<file path="config.mk">
export PLATFORM = sky130hd
export DESIGN_NAME = lightning_control_message_parser
export DESIGN_NICKNAME = d
export VERILOG_FILES = /design/src/lcmp_pkg.sv /design/src/lightning_control_message_parser.sv
export SDC_FILE = /design/constraint.sdc
export NUM_CORES = 2
export LEC_CHECK = 0
export CORE_MARGIN = 1
export CORE_UTILIZATION = 40
export DETAILED_ROUTE_END_ITERATION = 12
export DONT_BUFFER_PORTS = 1
export SETUP_SLACK_MARGIN = 0.5
export SLEW_MARGIN = 5
export SYNTH_ARGS = -nofsm -noshare
export SYNTH_HDL_FRONTEND = slang
export SYNTH_SLANG_ARGS = --single-unit
</file>
<file path="constraint.sdc">
create_clock -name clock -period 12.1 [get_ports clock]
set_clock_uncertainty 0.05 [all_clocks]
set_input_delay 2.42 -clock clock [delete_from_list [all_inputs] [get_ports clock]]
set_output_delay 2.42 -clock clock [all_outputs]
set_load 0.05 [all_outputs]
</file>
<file path="src/lcmp_pkg.sv">
package lcmp_pkg;

   localparam int unsigned BYTE_W   = 8;
   localparam int unsigned COUNT_W  = 18;
   localparam int unsigned KIND_W   = 16;
   localparam int unsigned LEN_W    = 16;
   localparam int unsigned FEAT_W   = 64;
   localparam int unsigned CHAN_W   = 64;
   localparam int unsigned CHAN_N   = 4;
   localparam int unsigned STATUS_W = 3;

   localparam int unsigned RSP_BITS = STATUS_W + 2 * FEAT_W + 3 * LEN_W + CHAN_N * CHAN_W;
   localparam int unsigned RSP_DATA_W = ((RSP_BITS + 7) / 8) * 8;

   localparam logic [COUNT_W-1:0] COUNT_MAX = {COUNT_W{1'b1}};

   localparam logic [KIND_W-1:0] TYPE_INIT    = 16'd16;
   localparam logic [KIND_W-1:0] TYPE_ERROR   = 16'd17;
   localparam logic [KIND_W-1:0] TYPE_PING    = 16'd18;
   localparam logic [KIND_W-1:0] TYPE_WARNING = 16'd1;

   localparam logic [STATUS_W-1:0] ST_INIT    = 3'd0;
   localparam logic [STATUS_W-1:0] ST_PING    = 3'd1;
   localparam logic [STATUS_W-1:0] ST_ERROR   = 3'd2;
   localparam logic [STATUS_W-1:0] ST_WARNING = 3'd3;
   localparam logic [STATUS_W-1:0] ST_UNKNOWN = 3'd4;
   localparam logic [STATUS_W-1:0] ST_SHORT   = 3'd5;

   localparam logic [COUNT_W-1:0] HDR_LEN      = 18'd2;
   localparam logic [COUNT_W-1:0] LEN1_END     = 18'd4;
   localparam logic [COUNT_W-1:0] PING_LEN     = 18'd6;
   localparam logic [COUNT_W-1:0] FOLD_LIMIT   = 18'd8;
   localparam logic [COUNT_W-1:0] CHAN_END     = 18'd34;
   localparam logic [COUNT_W-1:0] ERR_HDR_LEN  = 18'd36;

   function automatic logic [LEN_W-1:0] put_half(input logic [LEN_W-1:0] word,
                                                 input logic high,
                                                 input logic [BYTE_W-1:0] b);
      logic [LEN_W-1:0] r;
      if (high) begin
         r = {b, word[7:0]};
      end else begin
         r = {word[15:8], b};
      end
      return r;
   endfunction

endpackage

</file>
<file path="src/lightning_control_message_parser.sv">
// Control message parser for a peer link.
// The req_ channel carries one message byte per beat in wire order; req_tlast
// marks the final byte of a message. The first two bytes are a big-endian type.
// Init, ping, error and warning bodies are decoded into the result fields.
// One result beat leaves on rsp_ for every beat that carries req_tlast; other
// beats give no result. The result's status tells init, ping, error, warning,
// unknown type or too short, and fields that do not belong to it are zero.
// The result is registered at the edge that takes the last byte and is shown
// on the following cycle.
// The parser takes one byte per cycle while req_tready is high; each byte
// updates the parse state in the same cycle it is taken.
// req_tready is high while the result register is empty or being drained, so
// a stalled receiver holds the result and stops the input, for every byte,
// until that result beat is taken.
// Reset clears the parse state and empties the result register; the next byte
// is taken as the first byte of a new message.
module lightning_control_message_parser (
   input  logic                               clock,
   input  logic                               reset,
   input  logic                               req_tvalid,
   output logic                               req_tready,
   // Fields from bit 0 up: msg_byte.
   input  logic [lcmp_pkg::BYTE_W-1:0]        req_tdata,
   input  logic                               req_tlast,
   output logic                               rsp_tvalid,
   input  logic                               rsp_tready,
   // Fields from bit 0 up: status, global_feats, local_feats, pong_bytes, pad_len,
   // text_len, chan_word0, chan_word1, chan_word2, chan_word3, zero fill.
   output logic [lcmp_pkg::RSP_DATA_W-1:0]    rsp_tdata
);
   import lcmp_pkg::*;

   logic [COUNT_W-1:0] count_ff, count_in;
   logic [KIND_W-1:0]  kind_ff, kind_in;
   logic [LEN_W-1:0]   len1_ff, len1_in;
   logic [LEN_W-1:0]   len2_ff, len2_in;
   logic [FEAT_W-1:0]  gacc_ff, gacc_in;
   logic [FEAT_W-1:0]  lacc_ff, lacc_in;
   logic [CHAN_W-1:0]  chan_ff [CHAN_N];
   logic [CHAN_W-1:0]  chan_in [CHAN_N];

   logic                  rsp_valid_ff, rsp_valid_in;
   logic [RSP_DATA_W-1:0] rsp_data_ff, rsp_data_in;

   logic               req_accept;
   logic [BYTE_W-1:0]  b;
   logic [COUNT_W-1:0] p, g, s, end1, end2, end3, pm2, g_new, s_new;
   logic [1:0]         w;
   logic [STATUS_W-1:0] status;
   logic [FEAT_W-1:0]  out_g, out_l;
   logic [LEN_W-1:0]   out_pong, out_pad, out_text;
   logic [CHAN_W-1:0]  out_chan [CHAN_N];
   logic               is_err;

   assign req_tready = !rsp_valid_ff || rsp_tready;
   assign req_accept = req_tvalid && req_tready;
   assign b = req_tdata;
   assign p = count_ff;
   assign g = COUNT_W'(len1_ff);
   assign s = COUNT_W'(len2_ff);
   assign end1 = LEN1_END + g;
   assign end2 = PING_LEN + g;
   assign end3 = end2 + s;
   assign pm2 = p - HDR_LEN;
   assign w = pm2[4:3];
   assign count_in = (p == COUNT_MAX) ? COUNT_MAX : p + 1'b1;

   always_comb begin
      kind_in = kind_ff;
      len1_in = len1_ff;
      len2_in = len2_ff;
      gacc_in = gacc_ff;
      lacc_in = lacc_ff;
      for (int i = 0; i < CHAN_N; i++) begin
         chan_in[i] = chan_ff[i];
      end
      if (p < HDR_LEN) begin
         kind_in = put_half(kind_ff, p == '0, b);
      end else if (kind_ff == TYPE_INIT) begin
         if (p < LEN1_END) begin
            len1_in = put_half(len1_ff, p == HDR_LEN, b);
         end else if (p < end1) begin
            if (p < LEN1_END + FOLD_LIMIT) begin
               gacc_in = {gacc_ff[FEAT_W-BYTE_W-1:0], b};
            end
         end else if (p < end2) begin
            len2_in = put_half(len2_ff, p == end1, b);
         end else if (p < end3) begin
            if (p < end2 + FOLD_LIMIT) begin
               lacc_in = {lacc_ff[FEAT_W-BYTE_W-1:0], b};
            end
         end
      end else if (kind_ff == TYPE_PING) begin
         if (p < LEN1_END) begin
            len1_in = put_half(len1_ff, p == HDR_LEN, b);
         end else if (p < PING_LEN) begin
            len2_in = put_half(len2_ff, p == LEN1_END, b);
         end
      end else if (kind_ff == TYPE_ERROR || kind_ff == TYPE_WARNING) begin
         if (p < CHAN_END) begin
            chan_in[w] = {chan_ff[w][CHAN_W-BYTE_W-1:0], b};
         end else if (p < ERR_HDR_LEN) begin
            len1_in = put_half(len1_ff, p == CHAN_END, b);
         end
      end
   end

   assign g_new = COUNT_W'(len1_in);
   assign s_new = COUNT_W'(len2_in);
   assign is_err = (kind_in == TYPE_ERROR) || (kind_in == TYPE_WARNING);

   always_comb begin
      status = ST_UNKNOWN;
      out_g = '0;
      out_l = '0;
      out_pong = '0;
      out_pad = '0;
      out_text = '0;
      for (int i = 0; i < CHAN_N; i++) begin
         out_chan[i] = '0;
      end
      if (count_in < HDR_LEN) begin
         status = ST_SHORT;
      end else if (kind_in == TYPE_INIT) begin
         if (count_in < PING_LEN || count_in < PING_LEN + g_new ||
             count_in < PING_LEN + g_new + s_new) begin
            status = ST_SHORT;
         end else begin
            status = ST_INIT;
            out_g = gacc_in;
            out_l = lacc_in;
         end
      end else if (kind_in == TYPE_PING) begin
         if (count_in < PING_LEN) begin
            status = ST_SHORT;
         end else begin
            status = ST_PING;
            out_pong = len1_in;
            out_pad = len2_in;
         end
      end else if (is_err) begin
         if (count_in < ERR_HDR_LEN || count_in < ERR_HDR_LEN + g_new) begin
            status = ST_SHORT;
         end else begin
            status = (kind_in == TYPE_ERROR) ? ST_ERROR : ST_WARNING;
            out_text = len1_in;
            for (int i = 0; i < CHAN_N; i++) begin
               out_chan[i] = chan_in[i];
            end
         end
      end
   end

   assign rsp_data_in = RSP_DATA_W'({out_chan[3], out_chan[2], out_chan[1], out_chan[0],
                                     out_text, out_pad, out_pong, out_l, out_g, status});

   always_comb begin
      rsp_valid_in = rsp_valid_ff;
      if (req_tready) begin
         rsp_valid_in = req_accept && req_tlast;
      end
   end

   always_ff @(posedge clock) begin
      if (reset) begin
         count_ff <= '0;
         kind_ff <= '0;
         len1_ff <= '0;
         len2_ff <= '0;
         gacc_ff <= '0;
         lacc_ff <= '0;
         for (int i = 0; i < CHAN_N; i++) begin
            chan_ff[i] <= '0;
         end
         rsp_valid_ff <= 1'b0;
      end else begin
         rsp_valid_ff <= rsp_valid_in;
         if (req_accept) begin
            if (req_tlast) begin
               count_ff <= '0;
               kind_ff <= '0;
               len1_ff <= '0;
               len2_ff <= '0;
               gacc_ff <= '0;
               lacc_ff <= '0;
               for (int i = 0; i < CHAN_N; i++) begin
                  chan_ff[i] <= '0;
               end
            end else begin
               count_ff <= count_in;
               kind_ff <= kind_in;
               len1_ff <= len1_in;
               len2_ff <= len2_in;
               gacc_ff <= gacc_in;
               lacc_ff <= lacc_in;
               for (int i = 0; i < CHAN_N; i++) begin
                  chan_ff[i] <= chan_in[i];
               end
            end
         end
      end
   end

   always_ff @(posedge clock) begin
      if (req_accept && req_tlast) begin
         rsp_data_ff <= rsp_data_in;
      end
   end

   assign rsp_tvalid = rsp_valid_ff;
   assign rsp_tdata = rsp_data_ff;

   a_last_gives_result: assert property (@(posedge clock) disable iff (reset)
      req_accept && req_tlast |=> rsp_tvalid)
      else $error("Last byte did not produce a result.");

   a_last_clears_count: assert property (@(posedge clock) disable iff (reset)
      req_accept && req_tlast |=> count_ff == '0)
      else $error("Byte count not cleared after the last byte.");

   a_count_steps: assert property (@(posedge clock) disable iff (reset)
      req_accept && !req_tlast && count_ff != COUNT_MAX |=> count_ff == $past(count_ff) + 1'b1)
      else $error("Byte count did not advance by one.");

   a_status_range: assert property (@(posedge clock) disable iff (reset)
      rsp_tvalid |-> rsp_tdata[STATUS_W-1:0] <= ST_SHORT)
      else $error("Result status out of range.");

endmodule
</file>
==> flow_metrics.env <==
export IMPL_power_frac_seq=0.532
export IMPL_yosysTopAreaCell="edfxtp_1"
export IMPL_r2r_end="rsp_tdata[17]$_SDFFCE_PP0P_"
export IMPL_hold_class="reg -> reg"
export IMPL_port_buffers=0
export IMPL_grtUsageTotal=0.235
export IMPL_die_y_um=326
export IMPL_max_stage_delay_ns=0.81
export IMPL_wl_per_cell_um=24.3
export IMPL_required_ns=12.44
export IMPL_place_gp_congestion=0.914
export IMPL_critical_path_class="reg -> reg"
export IMPL_path_clk_slew_ns=0.06
export IMPL_route_detailed_drc=0
export IMPL_fin_crit_sh=0.777
export IMPL_holdPathStages=2
export IMPL_diodes=0
export IMPL_path_common_cell="ha_1"
export IMPL_top_usage_layer="met2"
export IMPL_core_mm2=0.104
export IMPL_switching_share=0.248
export IMPL_p_clk_frac=0.436
export IMPL_finalSetupTns_ns=0
export IMPL_cts_buffers=95
export IMPL_met2_usage=0.365
export IMPL_async_flop_share=0
export IMPL_powerDensity_mw_per_mm2=146
export IMPL_p_switching_mw=1.67
export IMPL_clock_sinks=886
export IMPL_reg2reg_from="kind_ff[15]$_SDFFE_PP0P_"
export IMPL_power_leakage_nw=15.8
export IMPL_wl_um=129000
export IMPL_synth_area_mm2=0.0419
export IMPL_antenna_found_initial=2
export IMPL_die_area_mm2=0.106
export IMPL_p_total_mw=6.74
export IMPL_drtIter0Drc=3155
export IMPL_ys_seq_area_frac=0.573
export IMPL_cap_violations=0
export IMPL_fin_crit_ns=9.41
export IMPL_yosysMostFrequentCell="nor2_1"
export IMPL_netlist_instances=3973
export IMPL_grt_pass1_vias=28800
export IMPL_cts_setup_buffers=0
export IMPL_synthDistinctLibCells=79
export IMPL_cts_tree="done"
export IMPL_fin_cells=5298
export IMPL_synth_top_cell_area_share=0.449
export IMPL_cts_root_buf="clkbuf_16"
export IMPL_ys_ff_latch=886
export IMPL_cp_slowest_cell="mux2i_1"
export IMPL_clock_fmax_ghz=0.106
export IMPL_dp_slack_ns=2.77
export IMPL_synth_warnings=0
export IMPL_synth_edf_count=627
export IMPL_vdd_drop_max_mv=0.103
export IMPL_area_growth_synth_to_final_pct=10.2
export IMPL_met1_usage=0.321
export IMPL_p_comb_frac=0.032
export IMPL_dp_hpwl_um=82300
export IMPL_setup_violations=0
export IMPL_cell_internal_pwr_mw=5.07
export IMPL_hold_start="kind_ff[8]$_SDFFE_PP0P_"
export IMPL_cts_max_path_buffers=3
export IMPL_slew_violations=0
export IMPL_ff2ff_setup_slack_ns=2.69
export IMPL_start_util=0.404
export IMPL_h_tree_depth=3
export IMPL_synth_avg_cell_area_um2=10.6
export IMPL_overflow=0
export IMPL_grt_max_degree=210
export IMPL_num_vias=30600
export IMPL_viasPerCell=5.77
export IMPL_ios=455
export IMPL_use_met3=0.0487
export IMPL_ys_flop_type="edfxtp_1"
export IMPL_cp_start_kind="flop"
export IMPL_cp_max_fo=60
export IMPL_cts_hold_fix_buffers=0
export IMPL_grt_pass1_wl_um=190000
export IMPL_setup_slack_ns=2.69
export IMPL_dp_cells=5119
export IMPL_synth_area_leaders="edfxtp_1 (45%), dfxtp_1 (12%), nor2_1 (8.1%)"
export IMPL_worstMarginPinSlew_ns=1.32
export IMPL_min_to="kind_ff[8]$_SDFFE_PP0P_"
export IMPL_firstDrtPassIters=9
export IMPL_die_x_um=326
export IMPL_grt_setup_unrepaired="no"
export IMPL_ant_nets=0
export IMPL_crit_arrival_ns=9.75
export IMPL_timing_hold_violations_final=0
export IMPL_relSlewSlack=0.121
export IMPL_drive_above_1_share=0.0789
export IMPL_row_count=118
export IMPL_final_util=0.446
export IMPL_synth_common_cells="nor2_1 (901), edfxtp_1 (627), a21oi_1 (402), dfxtp_1 (259), nand2_1 (250)"
export IMPL_nNetsFinal=4007
export IMPL_insertion_delay_ns=0.69
export IMPL_cts_resized=0
export IMPL_status="finished, final reports clean"
export IMPL_cp_end_kind="flop"
export IMPL_r2r_cells=28
## power groups by stage
stage,registers (mW),clock network [mW],logic (mW)
after floorplan,3.64,0,0.149
after global placement,3.65,0,0.213
after detailed placement,3.65,0,0.214
after CTS,3.59,3.00,0.214
after global routing,3.59,3.11,0.231
final,3.59,2.94,0.214
## layout by cell type, fill, tap and decap left out, types with 26 or more instances in the layout
| master | Yosys | layout |
|---|---|---|
| nor2_1 | 901 | 899 |
| edfxtp_1 | 627 | 627 |
| a21oi_1 | 402 | 400 |
| dfxtp_1 | 259 | 258 |
| nand2_1 | 250 | 246 |
| ha_1 | 156 | 156 |
| a22o_1 | 153 | 153 |
| mux2i_1 | 108 | 108 |
| clkbuf_16 | 0 | 98 |
| nor3_1 | 90 | 87 |
| mux2_2 | 76 | 76 |
| o21ai_0 | 67 | 65 |
| inv_1 | 64 | 61 |
| xnor2_1 | 57 | 56 |
| a222oi_1 | 56 | 56 |
| buf_4 | 28 | 45 |
| xor2_1 | 43 | 43 |
| nand4_1 | 37 | 37 |
| nand3_1 | 38 | 36 |
| nor2b_1 | 32 | 32 |
| a21o_1 | 26 | 26 |
## worst max-delay path, delay by kind of cell (launching register included)
family / cells / cell delay [ns]
xor+xnor: 1 / 0.17
flops: 1 / 0.31
fa+ha+maj: 3 / 1.00
mux: 1 / 0.81
buf+inv: 1 / 0.52
simple gates: 10 / 3.35
compound gates: 12 / 2.79
## registers in the layout, indices dropped and copies added (netlist names), 16 cells and up
name / count
rsp_tdata: 435
kind_ff: 16
gacc_ff: 64
count_ff: 18
len1_ff: 16
len2_ff: 16
lacc_ff: 64
chan_ff: 256
## area by class of cell
| type | instances | area, um^2 |
|---|---|---|
| clock buffers | 122 | 2560 |
| clock inverters | 57 | 591 |
| fillers | 9772 | 57500 |
| inverters | 66 | 259 |
| multi-input cells | 2738 | 16600 |
| flip-flops and latches | 886 | 24000 |
| well taps | 1380 | 1730 |
| repair buffers | 49 | 418 |
## worst max-delay path by stage
| stage | endpoint | cells past startpoint | start | slack, ns |
|---|---|---|---|---|
| detailed placement | rsp_tdata[26]$_SDFFCE_PP0P_ | 28 | kind_ff[9]$_SDFFE_PP0P_ | 2.77 |
| floorplan | rsp_tdata[0]$_SDFFCE_PP1P_ | 3 | rsp_tready | 1.94 |
| CTS | rsp_tdata[17]$_SDFFCE_PP0P_ | 28 | kind_ff[9]$_SDFFE_PP0P_ | 2.74 |
| global route | rsp_tdata[17]$_SDFFCE_PP0P_ | 28 | kind_ff[9]$_SDFFE_PP0P_ | 2.09 |
| finish | rsp_tdata[17]$_SDFFCE_PP0P_ | 28 | kind_ff[15]$_SDFFE_PP0P_ | 2.69 |
| global placement | rsp_tdata[20]$_SDFFCE_PP0P_ | 28 | kind_ff[9]$_SDFFE_PP0P_ | 2.86 |
## per-stage QoR
step / cell area [um^2] / hold slack [ns]
2_1_floorplan: 41900 / 0.366
6_report: 46200 / 0.402
4_1_cts: 46200 / 0.406
3_5_place_dp: 43000 / 0.392
3_3_place_gp: 43000 / 0.385
5_1_grt: 46200 / 0.421
## per-layer routing
metal  part of all wire  up-vias
met4              0.036        0
met1               0.43    15000
met2               0.45     1249
met5                  0        -
li1                   -    14100
met3              0.081      211
## kinds of logic (layout without fill, tap and decap cells)
group / after synthesis / after routing / share of synthesized area
fa+ha+maj: 158 / 158 / 0.0475
buf+inv: 353 / 294 / 0.0351
mux: 184 / 184 / 0.0462
compound gates: 827 / 827 / 0.129
simple gates: 1463 / 1463 / 0.148
other cells: 2 / 6 / 0.000179
flops: 886 / 886 / 0.573
xor+xnor: 100 / 100 / 0.0209
Power figures use the tool's default switching activity.
